==> src/stq_pkg.sv <==
`timescale 1ns / 1ps
package stq_pkg;

  localparam int NUM_TIMERS  = 16;
  localparam int TEMP_TIMERS = 4;
  localparam int PERM_TIMERS = NUM_TIMERS - TEMP_TIMERS;
  localparam int SLOT_W      = $clog2(NUM_TIMERS);
  localparam int CNT_W       = $clog2(NUM_TIMERS + 1);
  localparam int POOL_IDX_W  = (TEMP_TIMERS > 1) ? $clog2(TEMP_TIMERS) : 1;
  localparam int POOL_CNT_W  = $clog2(TEMP_TIMERS + 1);

  typedef enum logic [2:0] {
    OP_TICK   = 3'd0,
    OP_ABS    = 3'd1,
    OP_JIF    = 3'd2,
    OP_SEC    = 3'd3,
    OP_TEMP   = 3'd4,
    OP_CLEAR  = 3'd5,
    OP_CANCEL = 3'd6,
    OP_NOP    = 3'd7
  } op_t;

  typedef enum logic [1:0] {
    ST_OK      = 2'd0,
    ST_BIG     = 2'd1,
    ST_NOFREE  = 2'd2,
    ST_NOMATCH = 2'd3
  } status_t;

  typedef enum logic [1:0] {
    RS_SLOT,
    RS_ZERO,
    RS_ARM,
    RS_ENTRY
  } res_sel_t;

  typedef enum logic [1:0] {
    AT_ABS,
    AT_JIF,
    AT_SEC
  } arm_time_t;

  typedef enum logic {
    CFG_TPS   = 1'b0,
    CFG_MAXD  = 1'b1
  } cfg_reg_t;

  typedef enum logic [2:0] {
    S_IDLE,
    S_MUL,
    S_DEC,
    S_ASCAN,
    S_CSCAN,
    S_TCHK,
    S_RESP
  } state_t;

  typedef struct packed {
    logic      latch;
    logic      mul;
    logic      tick_inc;
    logic      arm;
    logic      arm_temp;
    arm_time_t arm_time;
    logic      idx_clr;
    logic      idx_inc;
    logic      insert;
    logic      remove;
    logic      clear;
    logic      res_load;
    res_sel_t  res_sel;
    status_t   res_status;
    logic      res_kind;
    logic      out_load;
    logic      out_last;
  } cmd_t;

  typedef struct packed {
    op_t                 op;
    logic                slot_bad;
    logic                over_jif;
    logic                over_sec;
    logic                pool_empty;
    logic                idx_in;
    logic                after;
    logic                head_fire;
    logic                match;
    logic                out_free;
    logic [CNT_W-1:0]    queue_count;
    logic [POOL_CNT_W-1:0] free_count;
  } stat_t;

endpackage

==> src/sorted_timer_queue.sv <==
`timescale 1ns / 1ps
// sorted timer queue
// commands enter on the s_ channel (opcode in s_tuser), results leave on the
// m_ channel (kind in m_tuser, last result of a command in m_tlast).
// configuration: cfg_index 0 ticks per second, 1 max jiffy delay; cfg_ready is
// always high; the user must have writes taken only while no command is in
// flight, as the block itself does not enforce this. one command is handled
// at a time; s_tready is high only when idle. sets and cancels walk the
// expiry-ordered queue one entry per cycle; a tick fires the expired timers
// from the queue head one at a time. the set and tick scans read through the
// shared expiry read port.
// results sit in an output register; the next command is accepted while the
// last result still waits for m_tready. a tick firing several timers emits
// one transaction per timer and stalls its walk while the receiver stalls.
// reset clears the tick clock and the queue, refills the temporary pool and
// loads the registers with 100 ticks per second and the largest delay.
module sorted_timer_queue import stq_pkg::*; (
  input  logic        clk,
  input  logic        rst,
  input  logic        s_tvalid,
  output logic        s_tready,
  input  logic [63:0] s_tdata,  // slot, time_value, handler_id, handler_arg
  input  logic [2:0]  s_tuser,  // opcode
  output logic        m_tvalid,
  input  logic        m_tready,
  output logic [31:0] m_tdata,  // status, timer_slot, fired_handler, fired_arg
  output logic        m_tuser,  // kind
  output logic        m_tlast,
  input  logic        cfg_valid,
  output logic        cfg_ready,
  input  logic        cfg_index,
  input  logic [31:0] cfg_data
);

  cmd_t  cmd;
  stat_t st;

  assign cfg_ready = 1'b1;

  stq_ctrl u_ctrl (
    .clk      (clk),
    .rst      (rst),
    .in_valid (s_tvalid),
    .in_ready (s_tready),
    .st       (st),
    .cmd      (cmd)
  );

  stq_datapath u_dp (
    .clk       (clk),
    .rst       (rst),
    .cmd       (cmd),
    .st        (st),
    .in_opcode (s_tuser),
    .in_data   (s_tdata),
    .cfg_we    (cfg_valid),
    .cfg_sel   (cfg_reg_t'(cfg_index)),
    .cfg_wdata (cfg_data),
    .out_ready (m_tready),
    .out_valid (m_tvalid),
    .out_data  (m_tdata),
    .out_kind  (m_tuser),
    .out_last  (m_tlast)
  );

  a_one_cmd: assert property (@(posedge clk) disable iff (rst)
    (s_tvalid && s_tready) |=> !s_tready)
    else $error("command accepted while busy");

  a_qcount: assert property (@(posedge clk) disable iff (rst)
    st.queue_count <= CNT_W'(NUM_TIMERS))
    else $error("queue count overflow");

  a_pool: assert property (@(posedge clk) disable iff (rst)
    st.free_count <= POOL_CNT_W'(TEMP_TIMERS))
    else $error("pool count overflow");

endmodule

==> src/stq_ctrl.sv <==
`timescale 1ns / 1ps
module stq_ctrl import stq_pkg::*; (
  input  logic  clk,
  input  logic  rst,
  input  logic  in_valid,
  output logic  in_ready,
  input  stat_t st,
  output cmd_t  cmd
);

  state_t state, state_next;
  logic   pend, pend_next;

  always_ff @(posedge clk) begin
    if (rst) begin
      state <= S_IDLE;
      pend  <= 1'b0;
    end else begin
      state <= state_next;
      pend  <= pend_next;
    end
  end

  always_comb begin
    state_next = state;
    pend_next  = pend;
    cmd        = '0;
    in_ready   = 1'b0;
    unique case (state)
      S_IDLE: begin
        in_ready = 1'b1;
        if (in_valid) begin
          cmd.latch  = 1'b1;
          state_next = S_MUL;
        end
      end
      S_MUL: begin
        cmd.mul    = 1'b1;
        state_next = S_DEC;
      end
      S_DEC: begin
        cmd.idx_clr = 1'b1;
        state_next  = S_RESP;
        cmd.res_load = 1'b1;
        cmd.res_status = ST_OK;
        cmd.res_sel = RS_SLOT;
        if (st.slot_bad) begin
          cmd.res_status = ST_NOMATCH;
        end else begin
          unique case (st.op)
            OP_TICK: begin
              cmd.res_load = 1'b0;
              cmd.tick_inc = 1'b1;
              state_next   = S_TCHK;
            end
            OP_ABS: begin
              cmd.res_load = 1'b0;
              cmd.arm      = 1'b1;
              cmd.arm_time = AT_ABS;
              state_next   = S_ASCAN;
            end
            OP_JIF: begin
              if (st.over_jif) begin
                cmd.res_status = ST_BIG;
              end else begin
                cmd.res_load = 1'b0;
                cmd.arm      = 1'b1;
                cmd.arm_time = AT_JIF;
                state_next   = S_ASCAN;
              end
            end
            OP_SEC: begin
              cmd.res_load = 1'b0;
              cmd.arm      = 1'b1;
              cmd.arm_time = AT_SEC;
              state_next   = S_ASCAN;
            end
            OP_TEMP: begin
              cmd.res_sel = RS_ZERO;
              if (st.pool_empty) begin
                cmd.res_status = ST_NOFREE;
              end else if (st.over_sec) begin
                cmd.res_status = ST_BIG;
              end else begin
                cmd.res_load = 1'b0;
                cmd.arm      = 1'b1;
                cmd.arm_temp = 1'b1;
                cmd.arm_time = AT_SEC;
                state_next   = S_ASCAN;
              end
            end
            OP_CLEAR: begin
              cmd.clear = 1'b1;
            end
            OP_CANCEL: begin
              cmd.res_load = 1'b0;
              state_next   = S_CSCAN;
            end
            OP_NOP: begin
              cmd.res_sel = RS_ZERO;
            end
            default: begin
              cmd.res_sel = RS_ZERO;
            end
          endcase
        end
      end
      S_ASCAN: begin
        if (st.idx_in && st.after) begin
          cmd.idx_inc = 1'b1;
        end else begin
          cmd.insert     = 1'b1;
          cmd.res_load   = 1'b1;
          cmd.res_sel    = RS_ARM;
          cmd.res_status = ST_OK;
          state_next     = S_RESP;
        end
      end
      S_CSCAN: begin
        cmd.res_load = 1'b1;
        state_next   = S_RESP;
        if (!st.idx_in) begin
          cmd.res_sel    = RS_ZERO;
          cmd.res_status = ST_NOMATCH;
        end else if (st.match) begin
          cmd.res_sel    = RS_ENTRY;
          cmd.res_status = ST_OK;
          cmd.remove     = 1'b1;
        end else begin
          cmd.res_load = 1'b0;
          cmd.idx_inc  = 1'b1;
          state_next   = S_CSCAN;
        end
      end
      S_TCHK: begin
        if (st.head_fire) begin
          if (!pend || st.out_free) begin
            cmd.out_load   = pend;
            cmd.out_last   = 1'b0;
            cmd.res_load   = 1'b1;
            cmd.res_sel    = RS_ENTRY;
            cmd.res_kind   = 1'b1;
            cmd.res_status = ST_OK;
            cmd.remove     = 1'b1;
            pend_next      = 1'b1;
          end
        end else if (!pend) begin
          state_next = S_IDLE;
        end else if (st.out_free) begin
          cmd.out_load = 1'b1;
          cmd.out_last = 1'b1;
          pend_next    = 1'b0;
          state_next   = S_IDLE;
        end
      end
      S_RESP: begin
        if (st.out_free) begin
          cmd.out_load = 1'b1;
          cmd.out_last = 1'b1;
          state_next   = S_IDLE;
        end
      end
      default: state_next = S_IDLE;
    endcase
  end

endmodule

==> src/stq_datapath.sv <==
`timescale 1ns / 1ps
module stq_datapath import stq_pkg::*; (
  input  logic        clk,
  input  logic        rst,
  input  cmd_t        cmd,
  output stat_t       st,
  input  logic [2:0]  in_opcode,
  input  logic [63:0] in_data,
  input  logic        cfg_we,
  input  cfg_reg_t    cfg_sel,
  input  logic [31:0] cfg_wdata,
  input  logic        out_ready,
  output logic        out_valid,
  output logic [31:0] out_data,
  output logic        out_kind,
  output logic        out_last
);

  logic [15:0] tps;
  logic [30:0] max_delay;
  logic [31:0] cur_time;

  op_t         lat_op;
  logic [3:0]  lat_slot;
  logic [31:0] lat_tv;
  logic [7:0]  lat_h;
  logic [15:0] lat_a;
  logic [31:0] prod;

  logic [31:0] expiry [NUM_TIMERS];
  logic [7:0]  own_h  [NUM_TIMERS];
  logic [15:0] own_a  [NUM_TIMERS];
  logic [NUM_TIMERS-1:0] active;
  logic [SLOT_W-1:0] q [NUM_TIMERS];
  logic [SLOT_W-1:0] q_next [NUM_TIMERS];
  logic [CNT_W-1:0]  count, count_next;
  logic [SLOT_W-1:0] pool [TEMP_TIMERS];
  logic [POOL_CNT_W-1:0] free_cnt;

  logic [CNT_W-1:0]  idx;
  logic [SLOT_W-1:0] arm_slot;
  logic [31:0]       arm_t;
  logic [SLOT_W-1:0] arm_sel;
  logic [31:0]       arm_t_sel;
  logic [SLOT_W-1:0] rd_slot;
  logic [31:0]       d_after, d_fire;

  logic              do_unlink;
  logic [SLOT_W-1:0] uslot;
  logic [CNT_W-1:0]  upos;
  logic [CNT_W-1:0]  rpos;
  logic              shift_out;

  logic        res_kind;
  status_t     res_status;
  logic [3:0]  res_slot;
  logic [7:0]  res_h;
  logic [15:0] res_a;

  logic [POOL_IDX_W-1:0] pool_top;

  assign pool_top = POOL_IDX_W'(free_cnt - 1'b1);
  assign rd_slot  = q[idx[SLOT_W-1:0]];
  assign arm_sel  = cmd.arm_temp ? pool[pool_top] : SLOT_W'(lat_slot);

  always_comb begin
    unique case (cmd.arm_time)
      AT_ABS:  arm_t_sel = lat_tv;
      AT_JIF:  arm_t_sel = cur_time + lat_tv;
      AT_SEC:  arm_t_sel = cur_time + prod;
      default: arm_t_sel = lat_tv;
    endcase
  end

  assign d_after = arm_t - expiry[rd_slot];
  assign d_fire  = expiry[rd_slot] - cur_time;

  assign st.op          = lat_op;
  assign st.slot_bad    = (lat_op == OP_ABS || lat_op == OP_JIF || lat_op == OP_SEC ||
                           lat_op == OP_CLEAR) && (lat_slot >= 4'(PERM_TIMERS));
  assign st.over_jif    = lat_tv > {1'b0, max_delay};
  assign st.over_sec    = prod > {1'b0, max_delay};
  assign st.pool_empty  = (free_cnt == '0);
  assign st.idx_in      = idx < count;
  assign st.after       = (d_after != '0) && !d_after[31];
  assign st.head_fire   = (count != '0) && ((d_fire == '0) || d_fire[31]);
  assign st.match       = (own_h[rd_slot] == lat_h) && (own_a[rd_slot] == lat_a);
  assign st.out_free    = !out_valid || out_ready;
  assign st.queue_count = count;
  assign st.free_count  = free_cnt;

  // position of a slot being unlinked
  assign uslot     = cmd.arm ? arm_sel : SLOT_W'(lat_slot);
  assign do_unlink = (cmd.arm || cmd.clear) && active[uslot];

  always_comb begin
    upos = CNT_W'(NUM_TIMERS);
    for (int j = NUM_TIMERS - 1; j >= 0; j--) begin
      if (CNT_W'(j) < count && q[j] == uslot) upos = CNT_W'(j);
    end
  end

  assign shift_out = do_unlink || cmd.remove;
  assign rpos      = do_unlink ? upos : idx;

  always_comb begin
    for (int j = 0; j < NUM_TIMERS; j++) q_next[j] = q[j];
    count_next = count;
    if (shift_out) begin
      for (int j = 0; j < NUM_TIMERS - 1; j++) begin
        if (CNT_W'(j) >= rpos) q_next[j] = q[j+1];
      end
      count_next = count - 1'b1;
    end else if (cmd.insert && count < CNT_W'(NUM_TIMERS)) begin
      for (int j = 1; j < NUM_TIMERS; j++) begin
        if (CNT_W'(j) > idx) q_next[j] = q[j-1];
      end
      q_next[idx[SLOT_W-1:0]] = arm_slot;
      count_next = count + 1'b1;
    end
  end

  always_ff @(posedge clk) begin
    if (rst) begin
      tps       <= 16'd100;
      max_delay <= 31'h7FFF_FFFF;
      cur_time  <= '0;
      active    <= '0;
      count     <= '0;
      free_cnt  <= POOL_CNT_W'(TEMP_TIMERS);
      for (int i = 0; i < TEMP_TIMERS; i++) pool[i] <= SLOT_W'(NUM_TIMERS - 1 - i);
      out_valid <= 1'b0;
    end else begin
      if (cfg_we) begin
        unique case (cfg_sel)
          CFG_TPS:  tps       <= cfg_wdata[15:0];
          CFG_MAXD: max_delay <= cfg_wdata[30:0];
          default:  ;
        endcase
      end
      if (cmd.tick_inc) cur_time <= cur_time + 1'b1;
      count <= count_next;
      if (do_unlink) active[uslot] <= 1'b0;
      if (cmd.insert && count < CNT_W'(NUM_TIMERS)) active[arm_slot] <= 1'b1;
      if (cmd.remove) begin
        active[rd_slot] <= 1'b0;
        if (rd_slot >= SLOT_W'(PERM_TIMERS) && free_cnt < POOL_CNT_W'(TEMP_TIMERS)) begin
          pool[free_cnt[POOL_IDX_W-1:0]] <= rd_slot;
          free_cnt <= free_cnt + 1'b1;
        end
      end
      if (cmd.arm && cmd.arm_temp) free_cnt <= free_cnt - 1'b1;
      if (cmd.out_load) begin
        out_valid <= 1'b1;
      end else if (out_ready) begin
        out_valid <= 1'b0;
      end
    end
  end

  always_ff @(posedge clk) begin
    for (int j = 0; j < NUM_TIMERS; j++) q[j] <= q_next[j];
    if (cmd.latch) begin
      lat_op   <= op_t'(in_opcode);
      lat_slot <= in_data[3:0];
      lat_tv   <= in_data[35:4];
      lat_h    <= in_data[43:36];
      lat_a    <= in_data[59:44];
    end
    if (cmd.mul) prod <= 32'(lat_tv * tps);
    if (cmd.idx_clr) begin
      idx <= '0;
    end else if (cmd.idx_inc) begin
      idx <= idx + 1'b1;
    end
    if (cmd.arm) begin
      arm_slot        <= arm_sel;
      arm_t           <= arm_t_sel;
      expiry[arm_sel] <= arm_t_sel;
      own_h[arm_sel]  <= lat_h;
      own_a[arm_sel]  <= lat_a;
    end
    if (cmd.res_load) begin
      res_kind   <= cmd.res_kind;
      res_status <= cmd.res_status;
      unique case (cmd.res_sel)
        RS_SLOT: begin
          res_slot <= lat_slot;
          res_h    <= '0;
          res_a    <= '0;
        end
        RS_ZERO: begin
          res_slot <= '0;
          res_h    <= '0;
          res_a    <= '0;
        end
        RS_ARM: begin
          res_slot <= 4'(arm_slot);
          res_h    <= '0;
          res_a    <= '0;
        end
        RS_ENTRY: begin
          res_slot <= 4'(rd_slot);
          res_h    <= own_h[rd_slot];
          res_a    <= own_a[rd_slot];
        end
        default: begin
          res_slot <= '0;
          res_h    <= '0;
          res_a    <= '0;
        end
      endcase
    end
    if (cmd.out_load) begin
      out_kind <= res_kind;
      out_last <= cmd.out_last;
      out_data <= {2'b00, res_a, res_h, res_slot, res_status};
    end
  end

endmodule

==> config.mk <==
export PLATFORM = sky130hd
export DESIGN_NAME = sorted_timer_queue
export DESIGN_NICKNAME = d
export VERILOG_FILES = /design/src/stq_pkg.sv /design/src/sorted_timer_queue.sv /design/src/stq_ctrl.sv /design/src/stq_datapath.sv
export SDC_FILE = /design/constraint.sdc
export NUM_CORES = 2
export LEC_CHECK = 0
export BUFFER_PORTS_ARGS = -buffer_cell sky130_fd_sc_hd__clkbuf_2
export CELL_PAD_IN_SITES_DETAIL_PLACEMENT = 1
export CELL_PAD_IN_SITES_GLOBAL_PLACEMENT = 2
export CORE_ASPECT_RATIO = 1.4
export CORE_UTILIZATION = 25
export CTS_BUF_LIST = sky130_fd_sc_hd__clkbuf_2 sky130_fd_sc_hd__clkbuf_4 sky130_fd_sc_hd__clkbuf_8
export DETAILED_ROUTE_END_ITERATION = 16
export HOLD_SLACK_MARGIN = 0.06
export PLACE_DENSITY = 0.55
export REMOVE_ABC_BUFFERS = 1
export SLEW_MARGIN = 20
export SYNTH_ARGS = -nofsm -noshare
export SYNTH_HDL_FRONTEND = slang
export SYNTH_SLANG_ARGS = --single-unit
==> constraint.sdc <==
create_clock -name clk -period 10.2 [get_ports clk]
set_clock_uncertainty 0.15 [all_clocks]
set_input_delay 0.51 -clock clk [delete_from_list [all_inputs] [get_ports clk]]
set_output_delay 0.51 -clock clk [all_outputs]
set_load 0.005 [all_outputs]
# Yosys cells after proc, flatten, opt, wreduce, memory -nomap -nowiden
# Memory sizes are Yosys's and may differ from the RTL's. A register that Yosys moved wholly into a read port is not among the register bits.
# Cells that the tools add are included.
op_classes:
  order_cmp: 61
  bitwise_logic: 7
  n_eq_ne: 40
  n_mux: 188
  add_sub_neg: 10
  multipliers: 1
  n_reduce_logical: 62
op_table:
  columns: ["cell", "count"]
  rows:
  - ["$mux W4", 72]
  - ["$mux W5", 21]
  - ["$mux W16", 5]
  - ["$add A32 B32 Y32", 2]
  - ["$bwmux W64", 1]
  - ["$eq A4 B4 Y1", 16]
  - ["$gt A32 B31 Y1", 2]
  - ["$mux W64", 1]
  - ["$pmux W32 S2", 1]
  - ["$sub A32 B32 Y32", 2]
  - ["$mux W60", 1]
  - ["$mux W1", 45]
  - ["$gt A4 B5 Y1 const A", 8]
  - ["$lt A4 B5 Y1 const A", 8]
  - ["$mux W3", 13]
  - ["$ge A4 B5 Y1 const A", 7]
  - ["$add A32 B1 Y32 const B", 1]
  - ["$and A16 B16 Y16", 2]
  - ["$logic_not A32 Y1", 1]
  - ["$mul A32 B16 Y32", 1]
  - ["$not A16 Y16", 2]
  - ["$pmux W16 S2", 1]
  - ["$reduce_bool A32 Y1", 1]
  - ["$logic_and A1 B1 Y1", 29]
  - ["59 further kinds", 126]
totals:
  word_cells: 400
  output_inout_bits: 37
  ram_bits: 976
  inputBits: 105
  register_bits: 307
  memories: 5
mem_list:
  columns: ["name", "depth", "word_bits", "rd", "rd_ports_with_merged_regs", "write_ports", "line_no", "rtl"]
  rows:
  - ["u_dp.expiry", 16, 32, 1, 0, 1, "stq_datapath.sv:30", "logic [31:0] expiry [NUM_TIMERS];"]
  - ["u_dp.own_a", 16, 16, 1, 0, 1, "stq_datapath.sv:32", "logic [15:0] own_a [NUM_TIMERS];"]
  - ["u_dp.own_h", 16, 8, 1, 0, 1, "stq_datapath.sv:31", "logic [7:0] own_h [NUM_TIMERS];"]
  - ["u_dp.q", 16, 4, 17, 1, 16, "stq_datapath.sv:34", "logic [SLOT_W-1:0] q [NUM_TIMERS];"]
  - ["u_dp.pool", 4, 4, 1, 0, 4, "stq_datapath.sv:37", "logic [SLOT_W-1:0] pool [TEMP_TIMERS];"]

# Logic depth before layout (Yosys ltp)
logic_depth:
  ltp_word: 31
  depth_mapped: 35

# Cells and area by module
# From an unflattened synthesis, not the netlist that was laid out.
hier_totals:
  hier_cells: 5741
  hier_area_um2: 73056.3
modules_own_cells:
  columns: ["module", "instances", "area_each_um2", "cells_per_inst", "seq_area_each_um2"]
  rows:
  - ["stq_datapath", 1, 72370.7, 5639, 37395.9]
  - ["stq_ctrl", 1, 674.4, 100, 80.1]
  - ["sorted_timer_queue", 1, 11.3, 2, 0.0]

# Least setup slack after synthesis
# Ideal clock, no wire load.
synth_path:
  path_kind: "register -> register"
  start: "register u_dp.free_cnt[0]"
  end: "memory u_dp.expiry[7][0], enable pin"
  path_stages_with_launch: 16
  arrival_ns: 7.192
  required_time_ns: 9.511
  n_path_buf: 4
  slack_ns: 2.319
  path_cell_list: "dfxtp_1 -> clkbuf_1 -> clkbuf_1 -> clkinv_1 -> ha_1 -> buf_2 -> mux2i_1 -> mux2i_1 -> nand2_1 -> a21oi_1 -> mux2_2 -> nor2_1 -> buf_2 -> inv_1 -> nand2_1 -> nor3_1"
synth_lines:
  columns: ["element", "line_no", "rtl"]
  rows:
  - ["from (decl)", "stq_datapath.sv:38", "logic [POOL_CNT_W-1:0] free_cnt;"]
  - ["from (signal assigned)", "stq_datapath.sv:130", "free_cnt <= POOL_CNT_W'(TEMP_TIMERS);"]
  - ["from (signal assigned)", "stq_datapath.sv:149", "free_cnt <= free_cnt + 1'b1;"]
  - ["from (signal assigned)", "stq_datapath.sv:152", "if (cmd.arm && cmd.arm_temp) free_cnt <= free_cnt - 1'b1;"]
  - ["$sub A3 B1 Y3", null, null]
  - ["via u_dp.pool_top[0]", "stq_datapath.sv:60", "logic [POOL_IDX_W-1:0] pool_top;"]
  - ["$mem_v2 Z4 W4", null, null]
  - ["$mux W4", "stq_datapath.sv:64", "assign arm_sel = cmd.arm_temp ? pool[pool_top] : SLOT_W'(lat_slot);"]
  - ["via u_dp.arm_sel[2]", "stq_datapath.sv:43", "logic [SLOT_W-1:0] arm_sel;"]
  - ["to (decl)", "stq_datapath.sv:30", null]
# The timed path passes the listed nets, and every way through them passes these cells.

==> flow_summary.ini <==
[global_routing]
grt_use_total = 0.1907
grt_pass1_wl_mm = 432.3
grt_max_degree = 127
grt_pass1_vias = 63404
grt.overflow.total = 0
grt_antenna_before_repair = 15

[die]
io_pins = 142
coreArea_sq_um = 302600
die_h_um = 654.4
die_w_um = 468
initial_utilization = 0.2512
dieArea_sq_um = 306300
num_rows = 239

[outcome]
status = finished, final reports clean

[timing]
relSlewSlack = 0.2035
fmax_ghz = 0.1099
slew_violations = 0
layout_worst_path_cycle_share = 0.8924
worst_pin_slew_ps = 1193
hold_viol = 0
holdWs_ps = 146.7
rsz0062_at_grt = false
layout_setup_ws_ps = 1097
setup_tns_ps = 0
final.min_clock_period_ps = 9103
setup_violations = 0

[power_and_ir_drop]
peakVddDrop_mv = 0.1968
p_leak_nw = 32.91
power_mw = 25.36
p_per_area_nw_per_um2 = 286.4

[worst_setup_path]
path_buf_inv = 8
cpPeakStageDelay_ps = 780
cp_max_fo = 71
required_ps = 10740
critPathCaptureType = flop
r2r_cells = 29
cp-start-kind = flop
crit_top_cell = buf_4
cp_slowest_cell = dfxtp_1
crit_type = flop to flop
arrival_ps = 9640
path_depth = 29
cpLargestDelayFamily = compound AO/OA/AOI/OAI gates

[layout]
post-route-util = 0.2926
finalNetCount = 8118
drive_gt1_frac = 0.1182
areaGrowthSynthToFinish_pct = 16.51

[cts]
clock-root-buffer = clkbuf_8
clock_path_buffers = 4
clk_latency_ps = 1040
cts_hold_buf = 183
htreeDepth = 4
clk_transition_reported_paths_ps = 60
clock_sinks = 1287
cts_setup_buffers = 0
cts-resized-gates = 0
tritoncts = yes
cts_buffers = 233

[synthesis]
synth_top_area_frac = 0.4623
ys_async_sr_fraction = 0
ys_seq_area_frac = 0.4931
synth.cells.most_frequent = nand2_1 (1291), edfxtp_1 (1170), inv_1 (467)
yosys.area.top_type = edfxtp_1
syn_area_sq_um = 76010
ys_warn_count = 0
synth_edf_count = 1170
synth.distinct_cells = 97
synth_ff_type = edfxtp_1
syn_area_per_cell_sq_um = 10.65
synthCells = 7139
synth_area_leaders = edfxtp_1 (46%), fa_1 (8.1%), nand2_1 (6.4%), ha_1 (3.9%), dfxtp_1 (3.1%)
yosysMostFrequentCell = nand2_1
synth-seq-cells = 1287

[routing]
vias = 58344
viasPerCell = 5.016
totalWireLength_mm = 296.6
wl_per_cell_um = 25.50
drc = 0
first_pass_iters = 7
drt_iter0_markers = 2844
antenna_left = 0

[placed_design]
dpl.hpwl_mm = 195.0
portBuffers = 133
place.gp.congestion = 0.8451
pre_cts_ws_ps = 1036

[worst_hold_path]
hold_depth = 3
hold_path.class = input pin to flop

[flow_run]
maxCapViolations = 0
[metal layers]
layer  track usage  share of wire  wire [um]
met1        0.2244           0.41     121800
met2        0.3558           0.52     155100
met3       0.01652          0.030       8822
met4       0.06987          0.037      10930
met5             0       0.000040         12
[area by class of cell]
type / count / area, sq um
antenna: 9 / 22.52
clock buffer: 316 / 3874
clock inverter: 96 / 576.8
fill: 33939 / 214100
inverter: 476 / 1792
multi-input combinational: 4915 / 35160
sequential: 1287 / 37480
tap: 3976 / 4975
timing repair buffer: 557 / 4672
[sequential cells by signal (all words and copies together) (netlist names), 4 cells and up, named ones only]
signal,cells
u_dp.prod,32
u_dp.res_slot,4
u_dp.expiry,512
u_dp.lat_h,8
u_dp.idx,5
u_dp.lat_a,16
u_dp.lat_slot,4
u_dp.max_delay,31
u_dp.own_h,128
u_dp.tps,16
u_dp.arm_t,32
u_dp.q,64
u_dp.lat_tv,32
u_dp.res_a,16
u_dp.arm_slot,4
u_dp.res_h,8
u_dp.pool,16
u_dp.own_a,256
u_dp.cur_time,32
u_dp.out_data,30
u_dp.count,5
u_dp.active,16
[metrics by stage]
step,std cells,area [sq um]
4_1_cts,11623,88530
6_report,11632,88560
3_5_place_dp,11028,82250
3_3_place_gp,11027,82220
5_1_grt,11625,88540
2_1_floorplan,6678,74090
[kinds of logic (layout without fill, tap and decap cells)]
family	count (synthesis)	after routing	share of synthesized area
xor gates and xnor gates	191	191	0.02201
other	2	20	0.00009881
muxes	235	235	0.03501
adders and majority gates	543	543	0.1197
and+or+nand+nor	2719	2719	0.1707
AOI/OAI and AO/OA	1216	1216	0.1103
DFF	1287	1287	0.4931
buffers and inverters	946	1445	0.04909
[cell usage in the layout (no fill, tap or decap), types with 143 or more instances in the layout]
master            n
edfxtp_1       1170
buf_4           213
dlygate4sd3_1   183
mux2i_1         166
nor2_1          219
o21ai_0         319
nand3_1         462
fa_1            307
inv_1           463
a21oi_1         200
clkbuf_8        240
ha_1            235
nand2_1        1289
xnor2_1         143
[where the power goes]
group	switching (mW)	total (mW)	leakage [nW]	internal [mW]
sequential	0.507	7.28	11.6	6.78
clock	2.31	4.89	2.36	2.57
combinational	8.40	13.2	19.0	4.80
total	11.2	25.4	32.9	14.1
[worst paths after layout]
kind,start,to,slack (ps)
min reg2reg,u_dp.res_a[12],u_dp.out_data[26],150
max,flop,u_dp.q[2][0],1100
max reg2reg,flop,u_dp.q[2][0],1100
min,cfg_valid,u_dp.max_delay[11],150
[worst min-delay path, delay by kind of cell]
family          cells  cell delay, ps
compound gates      1             120
buf+inv             1             230
simple gates        1             270
Note: power is estimated with default switching activity, not from simulation.
